File: src/gadj_pkg.sv
// Shared types and constants for the graph adjacency store.
package gadj_pkg;

    localparam int unsigned MAX_VERTICES_DEF = 64;
    localparam int unsigned MAX_DEGREE_DEF   = 16;
    localparam int unsigned QUEUE_DEPTH      = 2;
    localparam int unsigned VTX_W            = 6;
    localparam int unsigned CNT_W            = 7;
    localparam logic [CNT_W-1:0] VCOUNT_RST  = 7'd64;

    typedef enum logic [1:0] {
        CMD_ADD   = 2'd0,
        CMD_READ  = 2'd1,
        CMD_CLEAR = 2'd2
    } cmd_t;

    typedef enum logic [1:0] {
        ST_OK    = 2'd0,
        ST_RANGE = 2'd1,
        ST_FULL  = 2'd2,
        ST_EMPTY = 2'd3
    } status_t;

    typedef struct packed {
        cmd_t             op;
        logic             range_err;
        logic [VTX_W-1:0] src;
        logic [VTX_W-1:0] dst;
    } item_t;

    typedef enum logic [3:0] {
        S_INIT,
        S_IDLE,
        S_LEN_SRC,
        S_LEN_DST,
        S_INS_STEP,
        S_INS_CMP,
        S_RD_LEN,
        S_RD_ADDR,
        S_RD_DATA,
        S_CLR,
        S_RESP
    } back_state_t;

endpackage

File: src/gadj_front.sv
// Front end: takes command words, checks vertex range and classifies them.
module gadj_front #(
    parameter int unsigned MAX_VERTICES = gadj_pkg::MAX_VERTICES_DEF
) (
    input  logic                       clk,
    input  logic                       rst_n,
    input  logic                       cfg_we,
    input  logic [gadj_pkg::CNT_W-1:0] cfg_wdata,
    input  logic                       s_axis_tvalid,
    output logic                       s_axis_tready,
    input  logic [15:0]                s_axis_tdata,
    input  logic [1:0]                 s_axis_tuser,
    input  logic                       q_full,
    input  logic                       init_done,
    output logic                       q_push,
    output gadj_pkg::item_t            q_item
);

    logic [gadj_pkg::CNT_W-1:0] vcount_reg;
    logic [gadj_pkg::VTX_W-1:0] src;
    logic [gadj_pkg::VTX_W-1:0] dst;
    logic                       src_oor;
    logic                       dst_oor;
    logic                       known_cmd;
    gadj_pkg::cmd_t             op;

    always_ff @(posedge clk or negedge rst_n)
    begin
        if (!rst_n)
        begin
            vcount_reg <= gadj_pkg::VCOUNT_RST;
        end
        else if (cfg_we)
        begin
            vcount_reg <= cfg_wdata;
        end
    end

    assign src = s_axis_tdata[5:0];
    assign dst = s_axis_tdata[11:6];
    assign op  = gadj_pkg::cmd_t'(s_axis_tuser);

    // The count in use is the register capped at the number of vertices built.
    assign src_oor = ({1'b0, src} >= vcount_reg) || (32'(src) >= MAX_VERTICES);
    assign dst_oor = ({1'b0, dst} >= vcount_reg) || (32'(dst) >= MAX_VERTICES);

    assign known_cmd = (op == gadj_pkg::CMD_ADD) || (op == gadj_pkg::CMD_READ) ||
                       (op == gadj_pkg::CMD_CLEAR);

    assign s_axis_tready = !q_full && init_done;
    assign q_push        = s_axis_tvalid && s_axis_tready && known_cmd;

    always_comb
    begin
        q_item.op  = op;
        q_item.src = src;
        q_item.dst = dst;
        unique case (op)
            gadj_pkg::CMD_ADD:  q_item.range_err = src_oor || dst_oor;
            gadj_pkg::CMD_READ: q_item.range_err = src_oor;
            default:            q_item.range_err = 1'b0;
        endcase
    end

endmodule

File: config.mk
export PLATFORM = sky130hd
export DESIGN_NAME = gadj_front
export DESIGN_NICKNAME = d
export VERILOG_FILES = /design/src/gadj_pkg.sv /design/src/gadj_front.sv
export SDC_FILE = /design/constraint.sdc
export NUM_CORES = 1
export LEC_CHECK = 0
export BUFFER_PORTS_ARGS = -buffer_cell sky130_fd_sc_hd__buf_4
export CAP_MARGIN = 5
export CORE_UTILIZATION = 40
export CTS_BUF_LIST = sky130_fd_sc_hd__clkbuf_4
export CTS_CLUSTER_SIZE = 28
export DETAILED_ROUTE_END_ITERATION = 8
export PLACE_DENSITY = 0.79
export SLEW_MARGIN = 20
export SYNTH_ARGS = -nofsm -noshare
export SYNTH_HDL_FRONTEND = slang
export SYNTH_SLANG_ARGS = --single-unit
File: constraint.sdc
create_clock -name clk -period 3.4 [get_ports clk]
set_input_delay 0.68 -clock clk [delete_from_list [all_inputs] [get_ports clk]]
set_output_delay 0.68 -clock clk [all_outputs]
set_load 0.02 [all_outputs]
# == Word level (Yosys, flattened, before mapping) ==
# Cells that the tools add are included.
# word_totals
output_inout_bits,17
register_bits,7
input_bits,31
word_cells,14
# op_classes
reduce_logical,8
order_cmp,2
eq_ne,2
mux,1
# op_table
op,count
greater-or-equal comparator 6 x 7 -> 1 bit,2
logical AND 1 bit,3
logical OR 1 bit,3
equality test 2 x 1 -> 1 bit (second input constant),1
equality test 2 bit (second input constant),1
zero test 2 bit,1
one-hot mux 1 bit (2 select lines),1
zero test 1 bit,1

# == Depth between registers and ports, before layout ==
# depth
word_depth,4
ltp_mapped,6
ltp_nobuf,6

# == Worst setup path after synthesis ==
# No wires, ideal clock.
# synth_path
path_kind,input to output
start,input port s_axis_tdata[11]
end,output port q_item[12] in the netlist's numbering
stages,5
required_time_ns,2.720
arrival_time_ns,1.612
path_slack_ns,1.108
path_buffers,0
cell_sequence,ha_1 a21oi_1 o211ai_1 a21oi_1 o32ai_2
# synth_lines
item,line,rtl
from (decl),gadj_front.sv:11,"input logic [15:0] s_axis_tdata,"
to (decl),gadj_front.sv:16,output gadj_pkg::item_t q_item

==> metrics.md <==
| Metric | Value |
|---|---|
| Chip height | around 43 um |
| Crit path launch | s_axis_tdata[2] |
| Core ar. | approximately 0.0015 mm^2 |
| Worst Path Max Fanout | 2 |
| Status | finished clean |
| Placed Instance Area | approximately 900 um^2 |
| Die Width | approximately 43 um |
| Sequential share of the synthesized area | a little over a quarter |
| Final hold violations | 0 |
| Placed Cells | ~120 |
| H-tree levels | 1 |
| Pleak | between 0.5 and 0.6 nW |
| Most frequent cells in the layout | buf_4 (43), ha_1 (12), nand2_1 (9) |
| Pwr dens | 311 mW/mm^2 |
| CTS root buf | clkbuf_4 |
| Antenna diode count | 0 |
| Non-filler cells, final | approximately 120 |
| DR iter-0 viols | 7 |
| Synth Register Bits | 7 |
| CTS tree | built |
| Post_cts resized | 0 |
| Vias/cell | 4.52 |
| Required time of the critical path | around 2.7 ns |
| Post-synthesis cell type count | 20 |
| IO Count | 48 |
| Critical path class | in2out |
| Layout cells sized above 1 | between 40% and 50% |
| Most common library cell in the layout ignoring fill and taps | buf_4 |
| Ys Warns | 0 |
| Clock tree sinks | 7 |
| Initial Utilization | roughly 44% |
| Max frequency | around 390 MHz |
| Routed Antenna Nets | 0 |
| Mapped Avg Cell Area | 8.84 um^2 |
| Reg2reg start | vcount_reg[0]$_DFFE_PN0P_ |
| WL final | 1.22 mm |
| Syn Nets | 118 |
| Vias | between 500 and 600 |
| Final setup violation count | 0 |
| Setup Buffers After CTS | 0 |
| Period Utilization, post-route | ~76% |
| Mapped cell area | between 600 and 700 um^2 |
| Remaining global-route overflow | 0 |
| Tot Pwr | about 0.29 mW |
| CTS Buf Count | 3 |
| Hold Path Class | in2async |
| CP endpoint kind | primary output |
| Final Max Slew Viols | 0 |
| Cell Rows | 14 |
| Total GRT Usage | between 10 and 15% |
| Setup crit start kind | input pin |
| Skew-Pair Late Insertion Delay | around 0.25 ns |
| Synthesized instance count | 75 |
| Setup TNS | 0 ns |
| DR pass1 iterations | 3 |
| First-pass GRT wire length | slightly above 2 mm |
| CTS clk-pin slew, worst paths | around 0.05 ns |
| Final Instance Area | 926 um^2 |
| Vias in the first global route | roughly 500 |
| P&R area growth vs syn | 39.6% |
| Maximum VDD drop | ~0.26 mV |
| Max FFs per register | 7 |
| Worst slew pin tran | 0.246 ns |
| Remaining DRCs | 0 |
| Max Root-Sink Buffers | 2 |
| Post-DP HPWL | 1.05 mm |
| Clock Skew | 0 ns |
| Wirelength per Cell | between 9 and 10 um |
| Port-buffer cells | 43 |
| GP Congestion | between 0.7 and 0.8 |
| WHS | between 0.2 and 0.25 ns |
| Initial antenna violation count | 0 |
| Worst EP arrival | 1.89 ns |
| Max cap viols | 0 |
| Number of fill cells | between 100 and 150 |
| Minimum clock period | 2.57 ns |
| Die area | 0.00182 mm^2 |
| Largest net degree at the start of global routing | 13 |
| RSZ-0062 raised after global routing | false |
| Hold_buf cts | 0 |
| Worst rel slew slack | between 80% and 90% |
| Layout Nets | ~150 |
per-stage QoR:
| stage | utilization (%) | setup WS (ns) |
|---|---|---|
| 2_1_floorplan | - | 1.11 |
| 3_3_place_gp | 58.8 | 0.872 |
| 3_5_place_dp | 58.8 | 0.847 |
| 4_1_cts | 60.8 | 0.835 |
| 5_1_grt | 60.8 | 0.758 |
| 6_report | 60.8 | 0.829 |
routing by layer:
layer / global-route usage, % / wire length (um)
met5: 0 / 0
met4: 7.50 / 0
met3: 1.28 / 67
met2: 21.8 / 577
met1: 21.0 / 575
Yosys cell counts, drive strengths merged:
master	instances	area, um^2
buf	15	110
ha	12	150
nand2	9	33.8
inv	8	30.0
o21ai	7	35.0
dfrtp	6	150
a21oi	4	20.0
nor2b	3	18.8
mux2	2	22.5
a21o	1	7.51
a31oi	1	6.26
and3	1	6.26
and4b	1	10.0
dfstp	1	26.3
nand4b	1	8.76
nor2	1	3.75
o211ai	1	7.51
o32ai	1	16.3
critical path, cell delays in order:
cell and delay (ns):
buf_4 0.12, ha_1 0.30, a21oi_1 0.13, o21ai_0 0.11, a31oi_1 0.26, o32ai_2 0.12
buf_4 0.17
power breakdown:
part           internal (mW)  leakage [nW]  switching [mW]
clock                 0.0526        0.0184          0.0288
sequential            0.0921        0.0829         0.00331
combinational         0.0569         0.412          0.0544
total                  0.202         0.513          0.0865
path summary, 6_finish.rpt:
check	cells past startpoint	to	slack, ns
setup / recovery	7	q_item[12]	0.83
hold / removal	1	vcount_reg[1]$_DFFE_PN0P_	0.23
setup reg to reg	1	vcount_reg[0]$_DFFE_PN0P_	2.63
hold reg to reg	1	vcount_reg[0]$_DFFE_PN0P_	0.56
max in group asynchronous	1	vcount_reg[6]$_DFFE_PN1P_	2.96
min in group clk	1	vcount_reg[0]$_DFFE_PN0P_	0.56
cell families (layout without fill, tap and decap cells):
kind of cell / Yosys count / count (layout) / synth area share (%)
AO/OA/AOI/OAI: 15 / 15 / 14.0
flip-flops: 7 / 7 / 26.6
buffers and inverters: 23 / 55 / 21.1
adder cells (fa/ha/maj): 12 / 12 / 22.6
AND/OR/NAND/NOR: 16 / 16 / 12.3
multiplexers: 2 / 2 / 3.40
area by class of cell:
class | count | area (um^2) | area share (%)
Sequential cell | 7 | 176 | 19.1
Multi-Input combinational cell | 45 | 347 | 37.4
Inverter | 8 | 30.0 | 3.24
Tap cell | 16 | 20.0 | 2.16
Timing Repair Buffer | 43 | 323 | 34.9
Clock buffer | 4 | 30.0 | 3.24
(Power assumes the default switching activity.)
