## src/gadj_pkg.sv

```systemverilog
// Shared types and constants for the graph adjacency store.
package gadj_pkg;

    localparam int unsigned MAX_VERTICES_DEF = 64;
    localparam int unsigned MAX_DEGREE_DEF   = 16;
    localparam int unsigned QUEUE_DEPTH      = 2;
    localparam int unsigned VTX_W            = 6;
    localparam int unsigned CNT_W            = 7;
    localparam logic [CNT_W-1:0] VCOUNT_RST  = 7'd64;

    typedef enum logic [1:0] {
        CMD_ADD   = 2'd0,
        CMD_READ  = 2'd1,
        CMD_CLEAR = 2'd2
    } cmd_t;

    typedef enum logic [1:0] {
        ST_OK    = 2'd0,
        ST_RANGE = 2'd1,
        ST_FULL  = 2'd2,
        ST_EMPTY = 2'd3
    } status_t;

    typedef struct packed {
        cmd_t             op;
        logic             range_err;
        logic [VTX_W-1:0] src;
        logic [VTX_W-1:0] dst;
    } item_t;

    typedef enum logic [3:0] {
        S_INIT,
        S_IDLE,
        S_LEN_SRC,
        S_LEN_DST,
        S_INS_STEP,
        S_INS_CMP,
        S_RD_LEN,
        S_RD_ADDR,
        S_RD_DATA,
        S_CLR,
        S_RESP
    } back_state_t;

endpackage

```

## src/gadj_fifo.sv

```systemverilog
// Short command queue between the front end and the back end.
module gadj_fifo (
    input  logic            clk,
    input  logic            rst_n,
    input  logic            push,
    input  gadj_pkg::item_t push_item,
    input  logic            pop,
    output gadj_pkg::item_t head_item,
    output logic            full,
    output logic            empty
);

    localparam int unsigned PTR_W = (gadj_pkg::QUEUE_DEPTH > 1) ?
                                    $clog2(gadj_pkg::QUEUE_DEPTH) : 1;
    localparam int unsigned CNTQ_W = $clog2(gadj_pkg::QUEUE_DEPTH + 1);

    gadj_pkg::item_t     entry_reg [gadj_pkg::QUEUE_DEPTH];
    logic [PTR_W-1:0]    wr_ptr_reg;
    logic [PTR_W-1:0]    rd_ptr_reg;
    logic [CNTQ_W-1:0]   count_reg;

    function automatic logic [PTR_W-1:0] ptr_inc(input logic [PTR_W-1:0] p);
        if (32'(p) == gadj_pkg::QUEUE_DEPTH - 1)
        begin
            return '0;
        end
        return p + PTR_W'(1);
    endfunction

    assign full      = (32'(count_reg) == gadj_pkg::QUEUE_DEPTH);
    assign empty     = (count_reg == '0);
    assign head_item = entry_reg[rd_ptr_reg];

    always_ff @(posedge clk)
    begin
        if (push)
        begin
            entry_reg[wr_ptr_reg] <= push_item;
        end
    end

    always_ff @(posedge clk or negedge rst_n)
    begin
        if (!rst_n)
        begin
            wr_ptr_reg <= '0;
            rd_ptr_reg <= '0;
            count_reg  <= '0;
        end
        else
        begin
            if (push)
            begin
                wr_ptr_reg <= ptr_inc(wr_ptr_reg);
            end
            if (pop)
            begin
                rd_ptr_reg <= ptr_inc(rd_ptr_reg);
            end
            if (push && !pop)
            begin
                count_reg <= count_reg + CNTQ_W'(1);
            end
            else if (pop && !push)
            begin
                count_reg <= count_reg - CNTQ_W'(1);
            end
        end
    end

endmodule

```

## config.mk

```make
export PLATFORM = sky130hd
export DESIGN_NAME = gadj_fifo
export DESIGN_NICKNAME = d
export VERILOG_FILES = /design/src/gadj_pkg.sv /design/src/gadj_fifo.sv
export SDC_FILE = /design/constraint.sdc
export NUM_CORES = 1
export LEC_CHECK = 0
export BUFFER_PORTS_ARGS = -buffer_cell sky130_fd_sc_hd__buf_2
export CORE_UTILIZATION = 45
export CTS_CLUSTER_SIZE = 12
export DETAILED_ROUTE_END_ITERATION = 16
export HOLD_SLACK_MARGIN = 0.05
export PLACE_DENSITY_LB_ADDON = 0.05
export SYNTH_ARGS = -nofsm -noshare
export SYNTH_HDL_FRONTEND = slang
export SYNTH_SLANG_ARGS = --single-unit
```

## constraint.sdc

```tcl
create_clock -name clk -period 1.5 [get_ports clk]
set_input_delay 0 -clock clk [delete_from_list [all_inputs] [get_ports clk]]
set_output_delay 0 -clock clk [all_outputs]
set_load 0.05 [all_outputs]
```

-- Word level (Yosys, flattened, before mapping)
Memory sizes are Yosys's and may differ from the RTL's.
Cells that the tools add are included.
- register bits: 4
- bits in writable memories: 30
- output and inout port bits: 17
- logic and storage cells: 27
- memories kept: 1
- memory list (memory ; words ; width ; read ports ; clocked after memory_dff ; wr ports ; line ; source):
    entry_reg ; 2 ; 15 ; 1 ; 0 ; 1 ; gadj_fifo.sv:17 ; gadj_pkg::item_t entry_reg [gadj_pkg::QUEUE_DEPTH];
- $add $sub $neg: 4
- equal/unequal tests: 1
- mux-type cells: 12
- reductions and logical operators: 6
- operator list (cell ; number):
    two-way mux 1 bit ; 10
    two-way mux 2 bit ; 2
    adder 1 bit, second input constant ; 2
    adder 2 x 1 -> 2 bit, second input constant ; 1
    == test 2 bit, second input constant ; 1
    logical AND 1 bit ; 2
    logical NOT 1 bit ; 2
    logical NOT 2 bit ; 1
    nonzero test 2 bit ; 1
    subtractor 2 x 1 -> 2 bit, second input constant ; 1

-- Depth between registers and ports, before layout
- depth after elaboration: 4
- depth in mapped cells: 5

-- Worst setup path after synthesis
OpenSTA, ideal clock, no wires.
- kind: register to register
- from: register wr_ptr_reg
- to: memory entry_reg[0][0] in the netlist's numbering, enable pin
- setup time: 0.388 ns
- data arrival time: 1.095 ns
- data required time: 1.112 ns
- setup slack: 0.017 ns
- cell stages (with the launch flop): 2
- path buffers: 0
- path through: dfrtp_1 > nor2b_1
- RTL lines (element ; line ; source):
    start, declared ; gadj_fifo.sv:18 ; logic [PTR_W-1:0] wr_ptr_reg;
    start signal, assigned ; gadj_fifo.sv:54 ; wr_ptr_reg <= ptr_inc(wr_ptr_reg);
    end, declared ; gadj_fifo.sv:17 ;
No word-level cell before the write port.

==> metrics <==
Buf/Inv on CP=2; final hold violation count=0; port buffer count=35; die height=56.19 um; minimum clock period=1420 ps; Clock Tree Root=clkbuf_4; RSZ-0062 raised after global routing=yes; post-synth top area share=68.18%; I/O pin total=36; total track usage=14.87%; drt pass-1 iters=3; reg-to-reg startpoint=wr_ptr_reg; Mapped Avg Cell Area=20.97 um^2; slowest stage cell, crit path=dfrtp_1; static leakage power=0.7533 nW; Placer Congestion=0.5682; Unique masters post-synth=13; most used routing layer=met2; Slew HR=83.24%; category of the most critical setup path=reg2out; Setup crit end kind=output pin; Crit path depth=3; Reg2Reg Depth=2; Worst Hold Class=in2reg; post-layout net count=148; worst slew pin tran=253.1 ps; DR iter-0 viols=13; max FFs per register=30; core area=2758 um^2; fraction of final layout cells sized beyond drive strength 1=48.06%; Worst-Skew Late Latency=320 ps; Worst Hold Depth=2; dpl hpwl=1.299 mm; net count after synthesis=83; mux contribution to synthesized area=15.34%; final std cells w/o fill=160; Synth warnings=0; grt met2 use=22.62%; Max H-tree Level=2; final setup fails=0; fin area=1802 um^2; fmax=704.1 MHz; setup slack, reg-to-reg=440 ps; status=finished, final reports clean; number of global-route vias before repair=755; max_cap viols=0; die area=3157 um^2; CP max stage delay=400 ps; crit-path leading delay family=flip-flops; Starting Density=47.91%; Hold Startpoint=push_item[4]; worst vdd ir=1463 uV; clock tree buffer depth=2; most frequent cells in the layout=35 x buf_2, 30 x edfxtp_1, 19 x dlygate4sd3_1, 9 x mux2_4, 6 x mux2_2; post-route DRC violation count=0; Placed Area=1549 um^2; via count=758; crit-path max FO=7; largest cells by area after synthesis=edfxtp_1 68%, mux2_4 10%, dfrtp_1 7.6%; CTS Buf Count=5; M1 GR Usage=17.30%; Adder-Cell Fraction of Synth Area=0.9470%; post-synthesis xor/xnor area fraction=3.314%; FP Rows=19; commonest non-fill, non-tap cell in the layout=buf_2; FF-to-FF End=entry_reg[0][3]; cells along the critical path=buf_4 -> mux2_4 -> buf_2; Cell Area, Synth=1321 um^2; Cells after Synth=63; Yosys top cell by area=edfxtp_1; Compound-Gate Fraction of Synth Area=0%; Setup Fix Bufs, Post-CTS=0; DIE WIDTH=56.19 um; first-pass GRT wire length=3.291 mm; synthesis-to-layout area growth=36.36%; dpl cells=133; vias per inst=4.738; sequential-to-total area share from yosys stat=75.76%; largest net degree at the start of global routing=11; Power per Cell Area=1924 nW/um^2; GRT met3 Usage=4.884%; main combinational cell family by area after synthesis=multiplexers; Post-Synth Simple-Gate Area=1.989%; antenna viol nets, final=0; GRT overflow=0; type of origin of the critical path=register; Worst Skew=4.899 ps; Clock Sinks=34; CTS tree=done; Final Slew Violations=0; CTS clk-pin slew, worst paths=90 ps; n_diodes=0; worst path required time=1500 ps; CP arrival=1420 ps; initial antenna violation count=0; fin crit share=94.69%; FF+latch count, synth=34; Worst Hold Path EP=entry_reg[0][4]; routed len/inst=12.43 um; Total Wirelength=1.988 mm
## where the power goes
part | leakage [nW] | switching (mW) | internal, mW | total (mW)
Combinational | 0.393 | 1.05 | 0.558 | 1.61
Sequential | 0.328 | 0.0834 | 1.27 | 1.35
Clock | 0.0326 | 0.270 | 0.231 | 0.501
## cells by family after synthesis
logic type    count (synthesis)
buf+inv                       3
xor+xnor                      5
fa+ha+maj                     1
flops                        34
mux                          15
simple gates                  5
## cells in the mapped netlist (all sizes together)
cell type   n
mux2       15
ha          1
xor2        4
xnor2       1
edfxtp     30
inv         1
dfrtp       4
buf         2
nor2b       2
and2        1
nor2        2
## worst max-delay path by stage
stage,startpoint,end,slack (ps)
finish,rd_ptr_reg,head_item[11],80
global route,rd_ptr_reg,head_item[8],-10
CTS,rd_ptr_reg,head_item[1],40
detailed placement,rd_ptr_reg,head_item[1],430
global placement,rd_ptr_reg,head_item[14],440
floorplan,wr_ptr_reg,entry_reg[0][0],20
## per-layer routing
layer | share of wire [%] | vias up
met3 | 4.8 | 9
li1 | - | 366
met1 | 42 | 358
met4 | 3.4 | 0
met5 | 0 | -
met2 | 50 | 25
## repair_timing
| item | 4_1_cts | 5_1_grt |
|---|---|---|
| endpoints found under the setup margin | 0 | 6 |
| hold buffers | 19 | 0 |
| resized for setup | 0 | 1 |
| endpoints found under the hold margin | 37 | 0 |
## stage by stage
| step | power [mW] | setup WS [ps] | utilization (%) | TNS [ps] | hold slack, ps |
|---|---|---|---|---|---|
| detailed placement | 2.956 | 425.9 | 56.17 | 0 | -182.5 |
| global placement | 2.935 | 438.7 | 56.17 | 0 | -185.9 |
| global route | 3.644 | -13.53 | 65.34 | -41.92 | 367.3 |
| finish | 3.466 | 79.67 | 65.34 | 0 | 391.0 |
| floorplan | 2.682 | 17.04 | - | 0 | -295.6 |
| CTS | 3.504 | 40.19 | 65.20 | 0 | 367.1 |
## worst reg2reg max path: cells and delay by family, from the launching register on
kind,cells,cell delay [ps]
simple gates,1,160
flops,1,410
buf+inv,1,200
## cell type report
class / count / area, um^2
inverters: 1 / 3.754
fillers: 224 / 955.9
multi-input cells: 26 / 285.3
flip-flops and latches: 34 / 1001
repair buffers: 60 / 414.1
well taps: 31 / 38.79
clock buffers: 8 / 58.81
Power figures use the tool's default switching activity.
